File: config.mk
export PLATFORM = sky130hd
export DESIGN_NAME = bounded_double_ended_list_top_flat
export DESIGN_NICKNAME = d
export VERILOG_FILES = /design/src/hdl/bdl_pkg.sv /design/src/hdl/bdl_if.sv /design/src/hdl/bdl_ctrl.sv /design/src/hdl/bdl_dp.sv /design/src/hdl/bounded_double_ended_list_top.sv /design/src/flat_wrapper.sv
export SDC_FILE = /design/constraint.sdc
export NUM_CORES = 1
export LEC_CHECK = 0
export CORE_ASPECT_RATIO = 0.5
export CORE_MARGIN = 5
export CORE_UTILIZATION = 41
export CTS_CLUSTER_DIAMETER = 150
export DETAILED_ROUTE_END_ITERATION = 8
export DONT_BUFFER_PORTS = 1
export PLACE_DENSITY = 0.62
export SYNTH_ARGS = -nofsm -noshare
export SYNTH_HDL_FRONTEND = slang
export SYNTH_SLANG_ARGS = --single-unit
File: constraint.sdc
create_clock -name clk -period 7.1 [get_ports clk]
set_clock_uncertainty 0.15 [all_clocks]
set_input_delay 1.42 -clock clk [delete_from_list [all_inputs] [get_ports clk]]
set_output_delay 1.42 -clock clk [all_outputs]
set_load 0.05 [all_outputs]
File: src/hdl/bdl_pkg.sv
`default_nettype none

package bdl_pkg;

	localparam int DEPTH   = 16;
	localparam int DATA_W  = 8;
	localparam int IDX_W   = $clog2(DEPTH);
	localparam int CNT_W   = $clog2(DEPTH + 1);

	localparam int REQ_W   = 3;
	localparam int VAL_W   = 8;
	localparam int POS_W   = 4;
	localparam int COUNT_W = 5;
	localparam int STAT_W  = 3;

	typedef enum logic [REQ_W-1:0] {
		REQ_INS_FRONT,
		REQ_INS_BACK,
		REQ_RM_FRONT,
		REQ_RM_BACK,
		REQ_RM_POS,
		REQ_RM_VALUE,
		REQ_SEARCH,
		REQ_PEEK
	} req_t;

	typedef enum logic [STAT_W-1:0] {
		ST_OK,
		ST_EMPTY,
		ST_FULL,
		ST_NOT_FOUND,
		ST_BAD_POS
	} status_t;

	typedef enum logic [2:0] {
		S_IDLE,
		S_SCAN,
		S_TAKE,
		S_SHDN,
		S_SHUP,
		S_WR0,
		S_PEEK,
		S_FIN
	} state_t;

	typedef enum logic [1:0] {
		RD_START,
		RD_NEXT,
		RD_PREV
	} rd_sel_t;

	typedef enum logic [2:0] {
		WR_NONE,
		WR_BACK,
		WR_DOWN,
		WR_UP,
		WR_FRONT
	} wr_sel_t;

	typedef enum logic [1:0] {
		PTR_HOLD,
		PTR_START,
		PTR_INC,
		PTR_DEC
	} ptr_sel_t;

	typedef struct packed {
		logic     start;
		rd_sel_t  rd_sel;
		wr_sel_t  wr_sel;
		ptr_sel_t ptr_sel;
		logic     cnt_inc;
		logic     cnt_dec;
		logic     cap_val;
		logic     cap_pos;
		logic     st_we;
		status_t  st_code;
		logic     load_out;
	} ctrl_t;

	typedef struct packed {
		logic full;
		logic empty;
		logic pos_bad;
		logic hit;
		logic last;
		logic ptr_zero;
	} flags_t;

endpackage

`default_nettype wire

File: src/hdl/bdl_if.sv
`default_nettype none

interface bdl_req_if;
	logic                      valid;
	logic                      ready;
	logic [bdl_pkg::REQ_W-1:0] req_type;
	logic [bdl_pkg::VAL_W-1:0] value;
	logic [bdl_pkg::POS_W-1:0] position;

	modport source (output valid, output req_type, output value, output position, input ready);
	modport sink (input valid, input req_type, input value, input position, output ready);
endinterface

interface bdl_rsp_if;
	logic                        valid;
	logic                        ready;
	logic [bdl_pkg::VAL_W-1:0]   result_value;
	logic [bdl_pkg::POS_W-1:0]   found_position;
	logic [bdl_pkg::COUNT_W-1:0] entry_count;
	logic [bdl_pkg::STAT_W-1:0]  status;

	modport source (output valid, output result_value, output found_position,
		output entry_count, output status, input ready);
	modport sink (input valid, input result_value, input found_position,
		input entry_count, input status, output ready);
endinterface

`default_nettype wire

File: src/hdl/bdl_ctrl.sv
`default_nettype none

module bdl_ctrl (
	input  wire logic            clk,
	input  wire logic            arst_n,
	input  wire logic            in_valid,
	input  bdl_pkg::req_t        in_req,
	input  wire logic            out_ready,
	input  bdl_pkg::flags_t      flags,
	output bdl_pkg::ctrl_t       ctrl,
	output logic                 in_ready,
	output logic                 out_valid
);

	bdl_pkg::state_t state_q;
	bdl_pkg::state_t state_d;
	bdl_pkg::req_t   req_q;
	logic            out_valid_q;
	logic            out_free;
	logic            start;

	assign in_ready  = (state_q == bdl_pkg::S_IDLE);
	assign start     = in_valid && in_ready;
	assign out_free  = !out_valid_q || out_ready;
	assign out_valid = out_valid_q;

	// next state
	always_comb begin
		state_d = state_q;
		case (state_q)
			bdl_pkg::S_IDLE: begin
				if (in_valid) begin
					case (in_req)
						bdl_pkg::REQ_INS_FRONT: begin
							if (flags.full)
								state_d = bdl_pkg::S_FIN;
							else if (flags.empty)
								state_d = bdl_pkg::S_WR0;
							else
								state_d = bdl_pkg::S_SHUP;
						end
						bdl_pkg::REQ_INS_BACK: state_d = bdl_pkg::S_FIN;
						default: begin
							if (flags.empty)
								state_d = bdl_pkg::S_FIN;
							else if (in_req inside {bdl_pkg::REQ_RM_FRONT, bdl_pkg::REQ_RM_BACK})
								state_d = bdl_pkg::S_TAKE;
							else if (in_req == bdl_pkg::REQ_RM_POS)
								state_d = flags.pos_bad ? bdl_pkg::S_FIN : bdl_pkg::S_TAKE;
							else if (in_req == bdl_pkg::REQ_PEEK)
								state_d = bdl_pkg::S_PEEK;
							else
								state_d = bdl_pkg::S_SCAN;
						end
					endcase
				end
			end
			bdl_pkg::S_SCAN: begin
				if (flags.hit) begin
					if (req_q == bdl_pkg::REQ_RM_VALUE && !flags.last)
						state_d = bdl_pkg::S_SHDN;
					else
						state_d = bdl_pkg::S_FIN;
				end else if (flags.last) begin
					state_d = bdl_pkg::S_FIN;
				end
			end
			bdl_pkg::S_TAKE: state_d = flags.last ? bdl_pkg::S_FIN : bdl_pkg::S_SHDN;
			bdl_pkg::S_SHDN: begin
				if (flags.last)
					state_d = bdl_pkg::S_FIN;
			end
			bdl_pkg::S_SHUP: begin
				if (flags.ptr_zero)
					state_d = bdl_pkg::S_WR0;
			end
			bdl_pkg::S_WR0:  state_d = bdl_pkg::S_FIN;
			bdl_pkg::S_PEEK: state_d = bdl_pkg::S_FIN;
			bdl_pkg::S_FIN: begin
				if (out_free)
					state_d = bdl_pkg::S_IDLE;
			end
			default: state_d = bdl_pkg::S_IDLE;
		endcase
	end

	// datapath controls
	always_comb begin
		ctrl          = '0;
		ctrl.start    = start;
		ctrl.rd_sel   = bdl_pkg::RD_NEXT;
		ctrl.wr_sel   = bdl_pkg::WR_NONE;
		ctrl.ptr_sel  = bdl_pkg::PTR_HOLD;
		ctrl.st_code  = bdl_pkg::ST_OK;
		case (state_q)
			bdl_pkg::S_IDLE: begin
				ctrl.rd_sel  = bdl_pkg::RD_START;
				ctrl.ptr_sel = bdl_pkg::PTR_START;
				if (in_valid) begin
					case (in_req)
						bdl_pkg::REQ_INS_FRONT: begin
							ctrl.st_we   = flags.full;
							ctrl.st_code = bdl_pkg::ST_FULL;
						end
						bdl_pkg::REQ_INS_BACK: begin
							ctrl.st_we   = flags.full;
							ctrl.st_code = bdl_pkg::ST_FULL;
							if (!flags.full) begin
								ctrl.wr_sel  = bdl_pkg::WR_BACK;
								ctrl.cnt_inc = 1'b1;
							end
						end
						default: begin
							if (flags.empty) begin
								ctrl.st_we   = 1'b1;
								ctrl.st_code = (in_req == bdl_pkg::REQ_SEARCH) ?
									bdl_pkg::ST_NOT_FOUND : bdl_pkg::ST_EMPTY;
							end else if (in_req == bdl_pkg::REQ_RM_POS && flags.pos_bad) begin
								ctrl.st_we   = 1'b1;
								ctrl.st_code = bdl_pkg::ST_BAD_POS;
							end
						end
					endcase
				end
			end
			bdl_pkg::S_SCAN: begin
				ctrl.ptr_sel = bdl_pkg::PTR_INC;
				if (flags.hit) begin
					ctrl.cap_pos = 1'b1;
					if (req_q == bdl_pkg::REQ_RM_VALUE) begin
						ctrl.cap_val = 1'b1;
						ctrl.cnt_dec = flags.last;
					end
				end else if (flags.last) begin
					ctrl.st_we   = 1'b1;
					ctrl.st_code = bdl_pkg::ST_NOT_FOUND;
				end
			end
			bdl_pkg::S_TAKE: begin
				ctrl.cap_val = 1'b1;
				ctrl.ptr_sel = bdl_pkg::PTR_INC;
				ctrl.cnt_dec = flags.last;
			end
			bdl_pkg::S_SHDN: begin
				ctrl.wr_sel  = bdl_pkg::WR_DOWN;
				ctrl.ptr_sel = bdl_pkg::PTR_INC;
				ctrl.cnt_dec = flags.last;
			end
			bdl_pkg::S_SHUP: begin
				ctrl.wr_sel  = bdl_pkg::WR_UP;
				ctrl.rd_sel  = bdl_pkg::RD_PREV;
				ctrl.ptr_sel = bdl_pkg::PTR_DEC;
			end
			bdl_pkg::S_WR0: begin
				ctrl.wr_sel  = bdl_pkg::WR_FRONT;
				ctrl.cnt_inc = 1'b1;
			end
			bdl_pkg::S_PEEK: ctrl.cap_val = 1'b1;
			bdl_pkg::S_FIN:  ctrl.load_out = out_free;
			default: ctrl.rd_sel = bdl_pkg::RD_NEXT;
		endcase
	end

	always_ff @(posedge clk or negedge arst_n) begin
		if (!arst_n) begin
			state_q     <= bdl_pkg::S_IDLE;
			out_valid_q <= 1'b0;
		end else begin
			state_q <= state_d;
			if (ctrl.load_out)
				out_valid_q <= 1'b1;
			else if (out_ready)
				out_valid_q <= 1'b0;
		end
	end

	always_ff @(posedge clk) begin
		if (start)
			req_q <= in_req;
	end

endmodule

`default_nettype wire

File: src/hdl/bdl_dp.sv
`default_nettype none

module bdl_dp (
	input  wire logic                        clk,
	input  wire logic                        arst_n,
	input  bdl_pkg::ctrl_t                   ctrl,
	input  bdl_pkg::req_t                    in_req,
	input  wire logic [bdl_pkg::VAL_W-1:0]   in_value,
	input  wire logic [bdl_pkg::POS_W-1:0]   in_position,
	output bdl_pkg::flags_t                  flags,
	output logic [bdl_pkg::VAL_W-1:0]        result_value,
	output logic [bdl_pkg::POS_W-1:0]        found_position,
	output logic [bdl_pkg::COUNT_W-1:0]      entry_count,
	output logic [bdl_pkg::STAT_W-1:0]       status
);

	logic [bdl_pkg::DATA_W-1:0] mem [bdl_pkg::DEPTH];
	logic [bdl_pkg::DATA_W-1:0] rd_q;
	logic [bdl_pkg::DATA_W-1:0] val_q;
	logic [bdl_pkg::DATA_W-1:0] in_data;
	logic [bdl_pkg::DATA_W-1:0] rv_q;
	logic [bdl_pkg::IDX_W-1:0]  fp_q;
	bdl_pkg::status_t           st_q;
	logic [bdl_pkg::IDX_W-1:0]  ptr_q;
	logic [bdl_pkg::CNT_W-1:0]  total_q;
	logic [bdl_pkg::IDX_W-1:0]  start_ptr;
	logic [bdl_pkg::IDX_W-1:0]  ptr_inc;
	logic [bdl_pkg::IDX_W-1:0]  ptr_dec;
	logic [bdl_pkg::IDX_W-1:0]  rd_addr;
	logic [bdl_pkg::IDX_W-1:0]  wr_addr;
	logic [bdl_pkg::DATA_W-1:0] wr_data;
	logic                       wr_en;

	logic [bdl_pkg::VAL_W-1:0]   res_value_q;
	logic [bdl_pkg::POS_W-1:0]   res_pos_q;
	logic [bdl_pkg::COUNT_W-1:0] res_count_q;
	logic [bdl_pkg::STAT_W-1:0]  res_status_q;

	assign in_data = in_value[bdl_pkg::DATA_W-1:0];
	assign ptr_inc = bdl_pkg::IDX_W'(ptr_q + 1'b1);
	assign ptr_dec = bdl_pkg::IDX_W'(ptr_q - 1'b1);

	always_comb begin
		case (in_req)
			bdl_pkg::REQ_INS_FRONT, bdl_pkg::REQ_RM_BACK:
				start_ptr = bdl_pkg::IDX_W'(total_q - 1'b1);
			bdl_pkg::REQ_RM_POS:
				start_ptr = bdl_pkg::IDX_W'(in_position);
			default:
				start_ptr = '0;
		endcase
	end

	always_comb begin
		case (ctrl.rd_sel)
			bdl_pkg::RD_START: rd_addr = start_ptr;
			bdl_pkg::RD_NEXT:  rd_addr = ptr_inc;
			bdl_pkg::RD_PREV:  rd_addr = ptr_dec;
			default:           rd_addr = start_ptr;
		endcase
	end

	always_comb begin
		wr_en   = 1'b1;
		wr_addr = '0;
		wr_data = rd_q;
		case (ctrl.wr_sel)
			bdl_pkg::WR_BACK: begin
				wr_addr = bdl_pkg::IDX_W'(total_q);
				wr_data = in_data;
			end
			bdl_pkg::WR_DOWN:  wr_addr = ptr_dec;
			bdl_pkg::WR_UP:    wr_addr = ptr_inc;
			bdl_pkg::WR_FRONT: wr_data = val_q;
			default:           wr_en = 1'b0;
		endcase
	end

	assign flags.full     = (total_q == bdl_pkg::CNT_W'(bdl_pkg::DEPTH));
	assign flags.empty    = (total_q == '0);
	assign flags.pos_bad  = (bdl_pkg::CNT_W'(in_position) >= total_q);
	assign flags.hit      = (rd_q == val_q);
	assign flags.last     = ((bdl_pkg::CNT_W'(ptr_q) + bdl_pkg::CNT_W'(1)) >= total_q);
	assign flags.ptr_zero = (ptr_q == '0);

	// entry store
	always_ff @(posedge clk) begin
		if (wr_en)
			mem[wr_addr] <= wr_data;
		rd_q <= mem[rd_addr];
	end

	always_ff @(posedge clk or negedge arst_n) begin
		if (!arst_n) begin
			total_q <= '0;
		end else if (ctrl.cnt_inc) begin
			total_q <= total_q + 1'b1;
		end else if (ctrl.cnt_dec) begin
			total_q <= total_q - 1'b1;
		end
	end

	always_ff @(posedge clk) begin
		case (ctrl.ptr_sel)
			bdl_pkg::PTR_START: ptr_q <= start_ptr;
			bdl_pkg::PTR_INC:   ptr_q <= ptr_inc;
			bdl_pkg::PTR_DEC:   ptr_q <= ptr_dec;
			default:            ptr_q <= ptr_q;
		endcase
		if (ctrl.start) begin
			val_q <= in_data;
			rv_q  <= '0;
			fp_q  <= '0;
			st_q  <= ctrl.st_we ? ctrl.st_code : bdl_pkg::ST_OK;
		end else begin
			if (ctrl.cap_val)
				rv_q <= rd_q;
			if (ctrl.cap_pos)
				fp_q <= ptr_q;
			if (ctrl.st_we)
				st_q <= ctrl.st_code;
		end
		if (ctrl.load_out) begin
			res_value_q  <= bdl_pkg::VAL_W'(rv_q);
			res_pos_q    <= bdl_pkg::POS_W'(fp_q);
			res_count_q  <= bdl_pkg::COUNT_W'(total_q);
			res_status_q <= st_q;
		end
	end

	assign result_value   = res_value_q;
	assign found_position = res_pos_q;
	assign entry_count    = res_count_q;
	assign status         = res_status_q;

endmodule

`default_nettype wire

File: src/hdl/bounded_double_ended_list_top.sv
// insert back and failed requests go straight to finish, peek captures the front entry,
// insert front shifts every entry up and then writes the front, removal at front, back or
// a position takes the entry and shifts the entries behind it down, searches and removal by
// value scan the list (one entry per cycle) and removal by value then shifts the rest down
// one item at a time: a new item is taken once the previous result has left the sequencer
// async reset empties the list and clears the handshake; stored data stays undefined
`default_nettype none

module bounded_double_ended_list_top (
	input  wire logic  clk,
	input  wire logic  arst_n,
	bdl_req_if.sink    req,
	bdl_rsp_if.source  rsp
);

	bdl_pkg::ctrl_t  ctrl;
	bdl_pkg::flags_t flags;
	bdl_pkg::req_t   in_req;

	assign in_req = bdl_pkg::req_t'(req.req_type);

	bdl_ctrl u_ctrl (
		.clk       (clk),
		.arst_n    (arst_n),
		.in_valid  (req.valid),
		.in_req    (in_req),
		.out_ready (rsp.ready),
		.flags     (flags),
		.ctrl      (ctrl),
		.in_ready  (req.ready),
		.out_valid (rsp.valid)
	);

	bdl_dp u_dp (
		.clk            (clk),
		.arst_n         (arst_n),
		.ctrl           (ctrl),
		.in_req         (in_req),
		.in_value       (req.value),
		.in_position    (req.position),
		.flags          (flags),
		.result_value   (rsp.result_value),
		.found_position (rsp.found_position),
		.entry_count    (rsp.entry_count),
		.status         (rsp.status)
	);

endmodule

`default_nettype wire

File: src/flat_wrapper.sv
// flat-port wrapper written by rule: the top's interface ports become plain ports
module bounded_double_ended_list_top_flat 
  (clk, arst_n, req_valid, req_req_type, req_value, req_position, req_ready, rsp_valid, rsp_result_value, rsp_found_position, rsp_entry_count, rsp_status, rsp_ready);
  bdl_req_if req_i ();
  bdl_rsp_if rsp_i ();
  input  wire logic clk;
  input  wire logic arst_n;
  input wire logic [$bits(req_i.valid)-1:0] req_valid;
  input wire logic [$bits(req_i.req_type)-1:0] req_req_type;
  input wire logic [$bits(req_i.value)-1:0] req_value;
  input wire logic [$bits(req_i.position)-1:0] req_position;
  output wire logic [$bits(req_i.ready)-1:0] req_ready;
  output wire logic [$bits(rsp_i.valid)-1:0] rsp_valid;
  output wire logic [$bits(rsp_i.result_value)-1:0] rsp_result_value;
  output wire logic [$bits(rsp_i.found_position)-1:0] rsp_found_position;
  output wire logic [$bits(rsp_i.entry_count)-1:0] rsp_entry_count;
  output wire logic [$bits(rsp_i.status)-1:0] rsp_status;
  input wire logic [$bits(rsp_i.ready)-1:0] rsp_ready;
  assign req_i.valid = req_valid;
  assign req_i.req_type = req_req_type;
  assign req_i.value = req_value;
  assign req_i.position = req_position;
  assign req_ready = req_i.ready;
  assign rsp_valid = rsp_i.valid;
  assign rsp_result_value = rsp_i.result_value;
  assign rsp_found_position = rsp_i.found_position;
  assign rsp_entry_count = rsp_i.entry_count;
  assign rsp_status = rsp_i.status;
  assign rsp_i.ready = rsp_ready;
  bounded_double_ended_list_top u_core (.clk(clk), .arst_n(arst_n), .req(req_i), .rsp(rsp_i));
endmodule
# Word level (Yosys, flattened, before mapping)
# Memories as Yosys holds them, arrays and structs flattened. A register that Yosys moved wholly into a read port is not among the register bits.
# Index checks and enable logic that the tools add are counted.
dict set report word_totals {
  memories 1
  output_inout_bits 22
  ff_bits 59
  wordCells 127
  ram_bits 128
}
dict set report classes {
  eq_ne 28
  add_sub_neg 5
  reduce_logical 23
  muxes 55
  order_cmp 2
}
# memory words width read_ports rd_ports_with_merged_regs wr line_no
set mem_list {}
lappend mem_list {u_core.u_dp.mem 16 8 1 1 1 bdl_dp.sv:17} ;# logic [bdl_pkg::DATA_W-1:0] mem [bdl_pkg::DEPTH];
# op n
set op_table {}
lappend op_table {{2-to-1 mux 3 bit} 16}
lappend op_table {{== test 3 bit (second input constant)} 9}
lappend op_table {{2-to-1 mux 4 bit} 6}
lappend op_table {{one-hot mux 4 bit (2 select lines)} 3}
lappend op_table {{one-hot mux 4 bit (3 select lines)} 2}
lappend op_table {{one-hot mux 3 bit (7 select lines)} 1}
lappend op_table {{== test 3 x 2 -> 1 bit (second input constant)} 6}
lappend op_table {{one-hot mux 8 bit (2 select lines)} 1}
lappend op_table {{2-to-1 mux 1 bit} 14}
lappend op_table {{one-hot mux 3 bit (4 select lines)} 1}
lappend op_table {{2-to-1 mux 5 bit} 2}
lappend op_table {{OR reduction 2 bit} 5}
lappend op_table {{== test 3 x 1 -> 1 bit (second input constant)} 3}
lappend op_table {{== test 8 bit} 1}
lappend op_table {{nonzero test 2 bit} 4}
lappend op_table {{== test 2 bit (second input constant)} 3}
lappend op_table {{zero test 3 bit} 2}
lappend op_table {{2-to-1 mux 2 bit} 3}
lappend op_table {{one-hot mux 1 bit (2 select lines)} 3}
lappend op_table {{one-hot mux 2 bit (3 select lines)} 1}
lappend op_table {{one-hot mux 3 bit (2 select lines)} 1}
lappend op_table {{adder 4 x 1 -> 5 bit (second input constant)} 1}
lappend op_table {{adder 5 x 1 -> 5 bit (second input constant)} 1}
lappend op_table {{== test 5 bit (second input constant)} 1}
lappend op_table {{other kinds (18)} 23}

# Depth between registers and ports, before layout
dict set report logic_depth {
  word_depth 10
  mapped_depth 12
  mapped_depth_nobuf 10
}

# By module
# A second synthesis with hierarchy kept.
dict set report unflattened {
  cells_unflattened 741
  area_unflattened_um2 9112.5
}
# mod seq_area_each_um2 cells_per_inst n_inst area_each_um2
set by_module_without_submodules {}
lappend by_module_without_submodules {bdl_dp 5420.2 664 1 8478.1}
lappend by_module_without_submodules {bdl_ctrl 190.2 77 1 634.4}

# Least setup slack after synthesis
# OpenSTA, ideal clock, no wires.
dict set report synth_timing {
  kind {input -> register}
  startpoint {input port req_req_type[1]}
  endpoint {memory u_core.u_dp.mem[0][0] (netlist name), enable pin}
  setup_time_ns 0.370
  arrival_time_ns 2.997
  required_time_ns 6.580
  path_slack_ns 3.582
  cell_stages 7
  path_cell_list {buf_2 -> nor2_1 -> nand3_2 -> a21oi_2 -> clkbuf_1 -> o211ai_1 -> nor2_1}
}
dict set report synth_via {
  elab_chain_len 9
  elab_cells_between_ends 13
  classes_between {eq/ne: 5; mux: 7; reduce/logical: 1}
}
# element line_no
set synth_rtl {}
lappend synth_rtl {{start, declared} flat_wrapper.sv:9} ;# input wire logic [$bits(req_i.req_type)-1:0] req_req_type;
lappend synth_rtl {{== test 3 x 1 -> 1 bit *} bdl_ctrl.sv:100} ;# case (in_req)
lappend synth_rtl {{2-to-1 mux 1 bit *} bdl_ctrl.sv:100}
lappend synth_rtl {{2-to-1 mux 1 bit *} bdl_ctrl.sv:99} ;# if (in_valid) begin
lappend synth_rtl {{one-hot mux 3 bit (4 select lines) *} bdl_ctrl.sv:95} ;# case (state_q)
lappend synth_rtl {{== test 3 bit, or another cell as far along} bdl_dp.sv:67} ;# case (ctrl.wr_sel)
lappend synth_rtl {{OR reduction 4 bit (no source line)} --}
lappend synth_rtl {{2-to-1 mux 1 bit} bdl_dp.sv:67}
lappend synth_rtl {{2-to-1 mux 1 bit} bdl_dp.sv:88} ;# if (wr_en)
lappend synth_rtl {{2-to-1 mux 1 bit (not written as such)} bdl_dp.sv:89} ;# mem[wr_addr] <= wr_data;
lappend synth_rtl {{end, declared} bdl_dp.sv:17}
# Mark *: on every way between the ends. The rest lies on a longest branch, timed or not.

# Final worst setup path
dict set report layout_timing {
  startpoint {register u_core.u_ctrl.state_q[1]}
  endpoint {memory u_core.u_dp.mem[5][4] (netlist name), enable pin}
}
dict set report layout_via {
  elab_chain_len 7
  elab_cells_between_ends 14
  classes_between {eq/ne: 7; mux: 5; reduce/logical: 2}
}
# element line_no
set layout_rtl {}
lappend layout_rtl {{start, declared} bdl_ctrl.sv:15} ;# bdl_pkg::state_t state_q;
lappend layout_rtl {{start signal, assigned} bdl_ctrl.sv:166} ;# state_q <= bdl_pkg::S_IDLE;
lappend layout_rtl {{start signal, assigned} bdl_ctrl.sv:169} ;# state_q <= state_d;
lappend layout_rtl {{zero test 3 bit *} --}
lappend layout_rtl {{via req_ready} flat_wrapper.sv:12} ;# output wire logic [$bits(req_i.ready)-1:0] req_ready;
lappend layout_rtl {{one-hot mux 3 bit (4 select lines) *} bdl_ctrl.sv:95}
lappend layout_rtl {{== test 3 bit, or another cell as far along} bdl_dp.sv:67}
lappend layout_rtl {{OR reduction 4 bit (no source line)} --}
lappend layout_rtl {{2-to-1 mux 1 bit} bdl_dp.sv:67}
lappend layout_rtl {{2-to-1 mux 1 bit} bdl_dp.sv:88}
lappend layout_rtl {{2-to-1 mux 1 bit (not written as such)} bdl_dp.sv:89}
# The timed path passes the listed nets; every way through them passes the cells marked *.

==> summary.md <==
| Metric | Value |
|---|---|
| Status | finished clean |
| Clock buffer depth | 2 |
| Initial antenna violation count | 0 |
| Placed insts | ~860 |
| Crit share post-route | 0.605 |
| Placer's final routability congestion estimate | roughly 0.83 |
| H-Tree Depth | 4 |
| Rows | 37 |
| Number of synthesized flops with an enable pin | between 150 and 200 |
| FF-to-FF Start | u_core.u_ctrl.state_q[1] |
| Buffers on Ports | 0 |
| CP peak stage delay | between 600 and 700 ps |
| CP Launch Type | flip-flop |
| FMAX | roughly 0.23 GHz |
| Critical Path RT | 7000 ps |
| WL per Instance | about 20 microns |
| HP Start | u_core.u_dp.fp_q[0] |
| Worst slack, placed | around 2800 ps |
| Pin slew with the least headroom to its limit | 1180 ps |
| Crit path max-delay cell type | nor2_1 |
| Clk Latency, worst-skew pair | approximately 420 ps |
| DRT iter0 DRCs | roughly 560 |
| First-pass GRT wire length | ~28 mm |
| Gr usage total | 0.153 |
| Slew headroom | 0.212 |
| Layout cells sized above 1 | 0.0919 |
| Max cap viols | 0 |
| Post-Syn Instances | 611 |
| Period minus WS final | roughly 4300 ps |
| WP data arrival | around 4200 ps |
| Register area share after synthesis | 0.647 |
| Cts repair resizes | 0 |
| Gr ovfl total | 0 |
| Syn_area_per_cell | approximately 14 sq um |
| Total CTS buffers | 17 |
| Largest net degree at the start of global routing | 58 |
| CTS tree | built |
| Core ar. | 20600 sq um |
| Post-route ant nets | 0 |
| Wirelength, routed | 18.2 mm |
| Top_reg_cell synth | edfxtp_1 |
| Hold-fix buffer count after cts | 0 |
| Final net count | 640 |
| DIE AREA | between 20000 and 25000 sq um |
| Synthesis-stage register bit count | between 150 and 200 |
| Ys async rst share | 0.0462 |
| Crit Path Max Fanout | 26 |
| Fin cells | 893 |
| Via count of the first global-routing pass | 4729 |
| DRC Markers | 0 |
| Initial core utilization | 0.420 |
| Worst reg2reg setup slack | roughly 2800 ps |
| DRT Pass-1 Iters | 5 |
| CTS root buf | clkbuf_16 |
| TNS Setup | 0 ps |
| Synthesis Warnings | 0 |
| RSZ-0062 raised after global routing | false |
| Critical path type | reg2reg |
| Post-synth top area share | 0.575 |
| Syn Nets | ~640 |
| Hold Path Class | reg2reg |
| Setup Fix Bufs, Post-CTS | 0 |
| Final Hold Viols | 0 |
| Number of clock sinks | 195 |
| Post-Syn Area | ~8700 sq um |
| Setup-failing EPs final | 0 |
| Clk slew on worst S/H paths | approximately 70 ps |
| Die H | 113 microns |
| Synth top area cells | edfxtp_1, mux2i_1, dfxtp_1, dfrtp_1, nor2_1 |
| Ant. Diodes | 0 |
| Cell Chain, Critical Path | nor2_2 -> nand2_4 -> inv_2 -> nand2_2 -> inv_2 -> nand3_2 -> a21oi_2 -> a21o_1 -> nand2_1 -> nor2_1 |
| Via count | 4870 |
| Vias/cell | approximately 5.5 |
| Slew Viols, Final | 0 |
| CP dominant cell by count | inv_2 |
| Yosys cell types | 61 |
| Largest area contributor in the netlist | edfxtp_1 |
| Worst setup path startpoint | u_core.u_ctrl.state_q[1] |
| Die extent in x | ~220 microns |
| DP HPWL | 12.2 mm |
| CP endpoint kind | flip-flop |
| Synth-to-Final Area Change | 9.15% |
| IO Count | 41 |
| Final WS setup | approximately 2800 ps |
[worst paths after layout]
kind | end | cells after the start
worst max-delay path | u_core.u_dp.mem[5][4] | 10
worst min-delay path | u_core.u_dp.found_position[0] | 0
worst max register to register | u_core.u_dp.mem[5][4] | 10
worst min register to register | u_core.u_dp.found_position[0] | 0
max in group asynchronous | u_core.u_dp.total_q[1] | 0
min in group asynchronous | u_core.u_dp.total_q[4] | 0
[layout by cell type, fill, tap and decap left out, types with 5 or more instances in the layout]
cell type	n
clkbuf_16	17
a21oi_1	16
mux2i_1	119
ha_1	14
nand3_1	11
inv_1	14
o211ai_1	7
edfxtp_1	166
nor2_2	5
nand2b_1	7
a22oi_1	10
nand2_1	38
xor2_1	11
a21o_1	5
dfrtp_1	9
o21ai_0	8
a31oi_1	5
nor2_1	50
dfxtp_1	20
xnor2_1	7
[synth_stat cells (2+ instances only)]
master,count
inv_1,14
nand2b_1,7
or2_1,2
a21oi_1,16
a31oi_1,6
o31ai_1,3
and2_1,4
buf_2,8
a221oi_1,2
nand4_1,3
o211ai_1,7
clkbuf_1,10
a22oi_1,10
nand2_1,38
xnor2_1,7
mux2i_1,119
nand3_1,11
o21ai_1,4
xor2_1,11
a21o_1,5
o22ai_1,4
nor2_2,4
mux4_2,4
buf_4,5
ha_1,14
nor2_1,51
dfxtp_1,20
dfrtp_1,9
nor4_1,2
nor3_1,4
edfxtp_1,166
o21ai_0,8
inv_2,3
buf_6,3
[cell families (layout without fill, tap and decap cells)]
group	after synthesis	after routing	share of synthesized area
xor+xnor	19	19	0.0201
compound gates	79	79	0.0644
buf+inv	44	53	0.0263
fa+ha+maj	14	14	0.0202
simple gates	136	136	0.0731
mux	124	124	0.149
flops	195	195	0.647
[critical path: cells and delay by family (launching register included)]
family,cells,cell delay (ps)
and+or+nand+nor,6,1690
AOI/OAI and AO/OA,2,770
buffers and inverters,2,740
DFF,1,560
[sequential cells by signal, summed over array words and instances, names as in the netlist]
name	count
u_core.u_dp.result_value	8
u_core.u_dp.rd_q	8
u_core.u_dp.entry_count	5
u_core.u_dp.status	3
u_core.u_dp.val_q	8
u_core.u_dp.ptr_q	4
u_core.u_dp.found_position	4
u_core.u_ctrl.out_valid	1
u_core.u_dp.st_q	3
u_core.u_dp.total_q	5
u_core.u_ctrl.state_q	3
u_core.u_dp.mem	128
u_core.u_dp.rv_q	8
u_core.u_ctrl.req_q	3
u_core.u_dp.fp_q	4
[through the flow]
stage,area [sq um],util,hold WS (ps)
after floorplan,8670,-,250
after detailed placement,8900,0.431,269
after CTS,9470,0.458,281
final,9470,0.458,281
after global routing,9470,0.458,290
after global placement,8900,0.431,266
[area by class of cell]
class                           instances  area [sq um]
Sequential cell                       195          5610
Clock buffer                           21           440
Timing Repair Buffer                    4          30.0
Multi-Input combinational cell        372          2850
Tap cell                              273           342
Fill cell                            1827         11200
Clock inverter                         11           128
Inverter                               17          63.8
[per-layer routing]
| metal | part of all wire | wire [microns] | GRT usage | vias to the layer above |
|---|---|---|---|---|
| met2 | 0.47 | 8560 | 0.241 | 135 |
| met5 | 0 | 0 | 0 | - |
| met4 | 0.012 | 221 | 0.0430 | 0 |
| met3 | 0.053 | 960 | 0.0337 | 14 |
| li1 | - | - | - | 2297 |
| met1 | 0.47 | 8480 | 0.216 | 2424 |
Power is not shown: default switching activity piles up to over one toggle a cycle in this logic, so the estimate is an artifact.
